[config.mk]
export PLATFORM = sky130hd
export DESIGN_NAME = limit_order_matcher
export DESIGN_NICKNAME = d
export VERILOG_FILES = /design/src/lom_pkg.sv /design/src/limit_order_matcher.sv /design/src/lom_ram.sv
export SDC_FILE = /design/constraint.sdc
export NUM_CORES = 2
export LEC_CHECK = 0
export BUFFER_PORTS_ARGS = -buffer_cell sky130_fd_sc_hd__clkbuf_2
export CAP_MARGIN = 20
export CORE_MARGIN = 1.5
export CORE_UTILIZATION = 40
export CTS_BUF_LIST = sky130_fd_sc_hd__clkbuf_8
export CTS_CLUSTER_DIAMETER = 120
export DETAILED_ROUTE_END_ITERATION = 10
export HOLD_SLACK_MARGIN = 0.05
export PLACE_DENSITY = 0.66
export SLEW_MARGIN = 5
export SYNTH_ARGS = -nofsm -noshare
export SYNTH_HDL_FRONTEND = slang
export SYNTH_HIERARCHICAL = 1
export SYNTH_SLANG_ARGS = --single-unit
export TNS_END_PERCENT = 30
[constraint.sdc]
create_clock -name clk_i -period 10.29 [get_ports clk_i]
set_clock_uncertainty 0.15 [all_clocks]
set_input_delay 2.058 -clock clk_i [delete_from_list [all_inputs] [get_ports clk_i]]
set_output_delay 2.058 -clock clk_i [all_outputs]
set_load 0.05 [all_outputs]
[src/lom_pkg.sv]
// Shared types and codes for the limit order matcher.
package lom_pkg;

  typedef enum logic [1:0] {
    KIND_FILL   = 2'd0,
    KIND_RESTED = 2'd1,
    KIND_REJECT = 2'd2
  } kind_e;

  typedef enum logic [2:0] {
    ST_IDLE,
    ST_MRD,
    ST_MEV,
    ST_INS,
    ST_SRD,
    ST_SEV,
    ST_PUT
  } state_e;

  localparam logic SIDE_BID = 1'b0;
  localparam logic SIDE_ASK = 1'b1;

endpackage

[src/limit_order_matcher.sv]
// Limit order matcher top level: two circular price-time books in one RAM.
// Steps: each fill and the final best-price check are a RAM read, then a compare and update;
// an empty opposite side skips the compare. A reject is then issued directly; a rest reads
// and compares own-side entries from the tail until a slot opens, then writes the order.
// A result is registered and shows in the cycle after its step; busy drops as the last shows.
// Reset clears head and count registers at once; RAM needs no clearing; receiver cannot stall.
module limit_order_matcher
  import lom_pkg::*;
#(
  parameter int BOOK_DEPTH  = 32,
  parameter int PRICE_BITS  = 16,
  parameter int QTY_BITS    = 16,
  parameter int TRADER_BITS = 8
) (
  input  logic                   clk_i,
  input  logic                   rst_ni,
  input  logic                   start,
  output logic                   busy,
  input  logic                   is_buy_i,
  input  logic [PRICE_BITS-1:0]  limit_price_i,
  input  logic [QTY_BITS-1:0]    order_qty_i,
  input  logic [TRADER_BITS-1:0] trader_i,
  output logic                   result_valid_o,
  output logic [1:0]             kind_o,
  output logic [PRICE_BITS-1:0]  fill_price_o,
  output logic [QTY_BITS-1:0]    fill_qty_o,
  output logic [TRADER_BITS-1:0] resting_trader_o,
  output logic [TRADER_BITS-1:0] aggressor_trader_o,
  output logic [QTY_BITS-1:0]    remaining_qty_o,
  output logic                   last_o
);

  localparam int IW = (BOOK_DEPTH > 1) ? $clog2(BOOK_DEPTH) : 1;
  localparam int CW = $clog2(BOOK_DEPTH + 1);
  localparam int EW = PRICE_BITS + QTY_BITS + TRADER_BITS;
  localparam int RAM_DEPTH = 2 * (2 ** IW);
  localparam logic [CW-1:0] FULL = CW'(BOOK_DEPTH);
  localparam logic [IW:0] DEPTH_W = (IW + 1)'(BOOK_DEPTH);

  state_e state_q, state_d;

  logic [IW-1:0] head_q [2];
  logic [CW-1:0] cnt_q  [2];

  logic                   buy_q;
  logic [PRICE_BITS-1:0]  limit_q;
  logic [QTY_BITS-1:0]    rem_q;
  logic [TRADER_BITS-1:0] who_q;
  logic [IW-1:0]          idx_q;

  logic          we;
  logic [IW:0]   waddr, raddr;
  logic [EW-1:0] wdata, rdata;

  lom_ram #(.WIDTH(EW), .DEPTH(RAM_DEPTH)) u_ram (
    .clk_i   (clk_i),
    .we_i    (we),
    .waddr_i (waddr),
    .wdata_i (wdata),
    .raddr_i (raddr),
    .rdata_o (rdata)
  );

  function automatic logic [IW:0] phys(logic side, logic [IW-1:0] head, logic [IW-1:0] pos);
    logic [IW:0] s;
    s = {1'b0, head} + {1'b0, pos};
    if (s >= DEPTH_W) begin
      s = s - DEPTH_W;
    end
    return {side, s[IW-1:0]};
  endfunction

  logic opp, own;
  assign opp = buy_q ? SIDE_ASK : SIDE_BID;
  assign own = buy_q ? SIDE_BID : SIDE_ASK;

  logic [PRICE_BITS-1:0]  rp;
  logic [QTY_BITS-1:0]    rq;
  logic [TRADER_BITS-1:0] ro;
  assign {rp, rq, ro} = rdata;

  logic [QTY_BITS-1:0] fill;
  logic [QTY_BITS-1:0] rem_next;
  logic                no_cross, worse;
  logic [IW-1:0]       idx_m1;
  assign fill     = (rq < rem_q) ? rq : rem_q;
  assign rem_next = rem_q - fill;
  assign no_cross = buy_q ? (rp > limit_q) : (rp < limit_q);
  assign worse    = buy_q ? (rp < limit_q) : (rp > limit_q);
  assign idx_m1   = idx_q - IW'(1);

  assign busy = (state_q != ST_IDLE);

  // next state
  always_comb begin
    state_d = state_q;
    unique case (state_q)
      ST_IDLE: if (start && order_qty_i != '0) state_d = ST_MRD;
      ST_MRD:  state_d = (cnt_q[opp] == '0) ? ST_INS : ST_MEV;
      ST_MEV: begin
        if (no_cross) state_d = ST_INS;
        else if (rem_next == '0) state_d = ST_IDLE;
        else state_d = ST_MRD;
      end
      ST_INS: begin
        if (cnt_q[own] == FULL) state_d = ST_IDLE;
        else if (cnt_q[own] == '0) state_d = ST_PUT;
        else state_d = ST_SRD;
      end
      ST_SRD:  state_d = ST_SEV;
      ST_SEV:  state_d = (worse && idx_m1 != '0) ? ST_SRD : ST_PUT;
      ST_PUT:  state_d = ST_IDLE;
      default: state_d = ST_IDLE;
    endcase
  end

  // memory control and result selection
  logic                  emit;
  kind_e                 e_kind;
  logic                  e_last;
  logic [PRICE_BITS-1:0] e_price;
  logic [QTY_BITS-1:0]   e_qty, e_rem;
  logic [TRADER_BITS-1:0] e_rest;

  always_comb begin
    we      = 1'b0;
    waddr   = phys(own, head_q[own], idx_q);
    wdata   = {limit_q, rem_q, who_q};
    raddr   = phys(opp, head_q[opp], '0);
    emit    = 1'b0;
    e_kind  = KIND_FILL;
    e_last  = 1'b0;
    e_price = '0;
    e_qty   = '0;
    e_rest  = '0;
    e_rem   = rem_q;
    unique case (state_q)
      ST_MEV: begin
        if (!no_cross) begin
          emit    = 1'b1;
          e_price = rp;
          e_qty   = fill;
          e_rest  = ro;
          e_rem   = rem_next;
          e_last  = (rem_next == '0);
          if (rq != fill) begin
            we    = 1'b1;
            waddr = phys(opp, head_q[opp], '0);
            wdata = {rp, rq - fill, ro};
          end
        end
      end
      ST_INS: begin
        if (cnt_q[own] == FULL) begin
          emit   = 1'b1;
          e_kind = KIND_REJECT;
          e_last = 1'b1;
        end
      end
      ST_SRD: raddr = phys(own, head_q[own], idx_m1);
      ST_SEV: begin
        // move a worse-priced entry back one slot
        if (worse) begin
          we    = 1'b1;
          wdata = rdata;
        end
      end
      ST_PUT: begin
        we     = 1'b1;
        emit   = 1'b1;
        e_kind = KIND_RESTED;
        e_last = 1'b1;
      end
      default: ;
    endcase
  end

  always_ff @(posedge clk_i or negedge rst_ni) begin
    if (!rst_ni) begin
      state_q        <= ST_IDLE;
      head_q[0]      <= '0;
      head_q[1]      <= '0;
      cnt_q[0]       <= '0;
      cnt_q[1]       <= '0;
      result_valid_o <= 1'b0;
    end else begin
      state_q        <= state_d;
      result_valid_o <= emit;
      if (state_q == ST_MEV && !no_cross && rq == fill) begin
        head_q[opp] <= (head_q[opp] == IW'(BOOK_DEPTH - 1)) ? '0 : head_q[opp] + IW'(1);
        cnt_q[opp]  <= cnt_q[opp] - CW'(1);
      end
      if (state_q == ST_PUT) begin
        cnt_q[own] <= cnt_q[own] + CW'(1);
      end
    end
  end

  always_ff @(posedge clk_i) begin
    if (state_q == ST_IDLE && start) begin
      buy_q   <= is_buy_i;
      limit_q <= limit_price_i;
      rem_q   <= order_qty_i;
      who_q   <= trader_i;
    end
    if (state_q == ST_MEV && !no_cross) begin
      rem_q <= rem_next;
    end
    if (state_q == ST_INS) begin
      idx_q <= cnt_q[own][IW-1:0];
    end
    if (state_q == ST_SEV && worse) begin
      idx_q <= idx_m1;
    end
    if (emit) begin
      kind_o             <= e_kind;
      fill_price_o       <= e_price;
      fill_qty_o         <= e_qty;
      resting_trader_o   <= e_rest;
      aggressor_trader_o <= who_q;
      remaining_qty_o    <= e_rem;
      last_o             <= e_last;
    end
  end

endmodule

[src/lom_ram.sv]
// Generic single-write, single-read RAM with registered read data.
module lom_ram #(
  parameter int WIDTH = 8,
  parameter int DEPTH = 16
) (
  input  logic                     clk_i,
  input  logic                     we_i,
  input  logic [$clog2(DEPTH)-1:0] waddr_i,
  input  logic [WIDTH-1:0]         wdata_i,
  input  logic [$clog2(DEPTH)-1:0] raddr_i,
  output logic [WIDTH-1:0]         rdata_o
);

  logic [WIDTH-1:0] mem [DEPTH];

  always_ff @(posedge clk_i) begin
    if (we_i) begin
      mem[waddr_i] <= wdata_i;
    end
    rdata_o <= mem[raddr_i];
  end

endmodule

==> impl_metrics.json <==
{
  "design.core.area_sq_um": 268000,
  "status": "complete, no violations",
  "clk_pin_slew_worst_paths_ns": 0.06,
  "initial_utilization_pct": 40.2,
  "grt_pass1_wl_um": 396000,
  "min_path_type": "reg -> reg",
  "worst_slew_pin_slew_ns": 1.27,
  "setup_tns_ns": 0,
  "num_rows": 190,
  "drtAntennaViolNets": 0,
  "nNetsFinal": 5863,
  "antenna_found_initial": 8,
  "irDropWorstVdd_uv": 313,
  "synth-edff-count": 2673,
  "setup_viol_count_final": 0,
  "crit_type": "reg -> reg",
  "grt_pass1_vias": 55734,
  "grt_usage_pct": 19.9,
  "wl_um": 273000,
  "reg2reg_slack_ns": 1.03,
  "h-tree-depth": 5,
  "leakagePower_nw": 38.4,
  "hold_viol": 0,
  "ctsResizeCount": 0,
  "die_h_um": 522,
  "synthCells": 5278,
  "postCtsSetupBuffers": 0,
  "root_buffer": "clkbuf_8",
  "ys_seq_elements": 2739,
  "grt_max_degree": 104,
  "clock_path_buffers": 4,
  "first_pass_iters": 5,
  "drc": 0,
  "clock.fmax_ghz": 0.108,
  "drv_cap": 0,
  "syn_area_sq_um": 108000,
  "routedWlPerCell_um": 28.4,
  "place_congestion": 0.892,
  "worstPathRequired_ns": 10.88,
  "end_kind": "register",
  "cts_tree": "built",
  "vias": 54968,
  "insertion_delay_ns": 1.10,
  "io_buffers": 112,
  "crit_arrival_ns": 9.85,
  "cp_max_fo": 24,
  "yosysWarnings": 6,
  "rsz0062_at_grt": "no",
  "fp.dieArea_sq_um": 273000,
  "cts_num_sinks": 2739,
  "post-route-util_pct": 45.5,
  "vias_per_cell": 5.72,
  "slew-limit-headroom_pct": 15.1,
  "synthDistinctLibCells": 89,
  "drt_iter0_drc": 6511,
  "crit_path_start_kind": "register",
  "avgSynthCellArea_sq_um": 20.4,
  "syn_nets": 5394,
  "fin_crit_sh_pct": 89.9,
  "async_flop_share_pct": 0.949,
  "ys_seq_area_share_pct": 75.8,
  "syn_to_final_growth_pct": 13.1,
  "overflow": 0,
  "ios": 113,
  "finalMaxSlewViolations": 0,
  "drive_above_1_share_pct": 27.5,
  "cts_hold_buf": 0,
  "finalCriticalPeriod_ns": 9.26,
  "dp_hpwl_um": 169000,
  "p_per_area_nw_per_um2": 290,
  "die_w_um": 522,
  "cts_made_buffers": 426,
  "synth_ff_type": "edfxtp_1"
}
-- per-stage QoR --
stage	hold slack (ns)	std cells	setup WS [ns]	total power (W)	area [sq um]
after global routing	0.376	9614	0.717	0.0367	122000
final	0.351	9616	1.03	0.0354	122000
after floorplan	0.276	5278	0.510	0.0225	108000
after global placement	0.320	8865	1.41	0.0270	114000
after detailed placement	0.341	8868	1.21	0.0272	114000
after CTS	0.353	9610	1.19	0.0356	122000
-- cell type report --
cell class	count	area, sq um
repair buffers	333	2380
diodes	3	7.51
multi-input cells	2182	25500
clock buffers	440	6060
clock inverters	302	1660
inverters	65	244
fillers	22361	146000
flip-flops and latches	2739	81700
well taps	3552	4440
-- placed cells by master, fill, tap and decap left out, types with 43 or more instances in the layout --
cell type,n
inv_1,213
nand2_1,147
buf_4,209
clkbuf_8,440
mux4_2,609
nor2_1,118
mux2_2,52
mux2i_1,138
clkinv_1,86
clkinv_2,45
nor2_4,63
clkbuf_2,112
o221ai_1,43
a21oi_1,134
o22ai_1,147
o21ai_0,59
edfxtp_1,2673
ha_1,68
-- worst paths after layout --
| kind | cells past startpoint | start | endpoint |
|---|---|---|---|
| max | 19 | rem_q[10]$_DFFE_PP_ | u_ram/mem[21][26]$_DFFE_PP_ |
| min | 1 | cnt_q[6]$_DFF_PN0_ | cnt_q[6]$_DFF_PN0_ |
| max reg2reg | 19 | rem_q[10]$_DFFE_PP_ | u_ram/mem[21][26]$_DFFE_PP_ |
| min reg2reg | 1 | cnt_q[6]$_DFF_PN0_ | cnt_q[6]$_DFF_PN0_ |
| max in group asynchronous | 1 | rst_ni | cnt_q[1]$_DFF_PN0_ |
| min in group asynchronous | 1 | rst_ni | cnt_q[8]$_DFF_PN0_ |
-- registers in the layout (all words and copies together), names as in the netlist, 2 cells and up --
signal and count:
state_q 3, u_ram/mem 2560, who_q 8, u_ram/rdata_o 40, resting_trader_o 8, aggressor_trader_o 8, kind_o 2, fill_qty_o 16
head_q 10, rem_q 16, cnt_q 12, remaining_qty_o 16, fill_price_o 16, idx_q 5, limit_q 16
-- where the power goes --
part / total [W] / leakage [nW] / switching, W / internal (W)
sequential: 0.0153 / 24.8 / 0.000284 / 0.0150
combinational: 0.0117 / 9.14 / 0.00821 / 0.00347
clock: 0.00844 / 4.51 / 0.00408 / 0.00436
total: 0.0354 / 38.4 / 0.0126 / 0.0229
-- logic make-up (layout without fill, tap and decap cells) --
logic type,count (synthesis),count (layout),synth area share [%]
buffers and inverters,357,1140,1.58
other,0,3,0
and+or+nand+nor,588,588,2.65
muxes,799,799,14.5
DFF,2739,2739,75.8
AOI/OAI and AO/OA,681,681,4.27
xor gates and xnor gates,41,41,0.333
adders and majority gates,73,73,0.872
-- worst max-delay path, stage by stage (launching register included) --
cell and delay [ns]:
edfxtp_1 0.61, inv_1 0.18, ha_1 0.31, and2_1 0.19
a221o_1 0.41, a21o_1 0.32, nor3_4 0.89, mux2i_1 0.64
ha_1 0.37, nand2_1 0.13, nor4_1 0.06, o21ai_0 0.20
nand2_1 0.16, and3b_1 0.73, nor2_1 0.15, a21oi_1 0.76
nor2b_1 0.26, nand3_1 0.78, nor2_4 1.14, buf_4 0.45
-- synth_stat cells, types with 13 or more instances --
library cell	number	area, sq um
nor2b_1	26	163
a21o_1	25	188
dfxtp_1	40	801
buf_4	52	390
ha_1	68	851
nand3_1	28	140
a221oi_1	39	342
mux2i_1	138	1380
o21ai_0	87	435
mux4_2	609	13700
and3_1	14	87.6
nor2_1	181	679
xor2_1	18	158
dfrtp_1	26	651
nand2b_1	27	169
a211oi_1	22	165
o22a_1	27	236
nand2_1	158	593
o21a_1	15	113
buf_1	17	63.8
clkbuf_1	125	469
a22o_1	18	158
a22oi_1	31	233
and2_1	33	206
xnor2_1	23	201
o21ai_1	15	75.1
a21oi_1	139	696
buf_2	89	445
inv_1	64	240
nor4_1	49	307
nor3_1	15	75.1
o22ai_1	147	920
mux2_2	52	586
edfxtp_1	2673	80300
nand4_1	13	81.3
o221ai_1	44	385
-- per-layer routing --
layer / up-vias / GRT usage [%] / part of all wire (%)
met4: 4 / 7.36 / 3.6
met2: 2402 / 33.2 / 50
met5: - / 0 / 0.0077
met1: 29127 / 26.4 / 40
met3: 389 / 2.94 / 6.8
li1: 23046 / - / -
No activity file was read; power rests on OpenSTA's default activity.
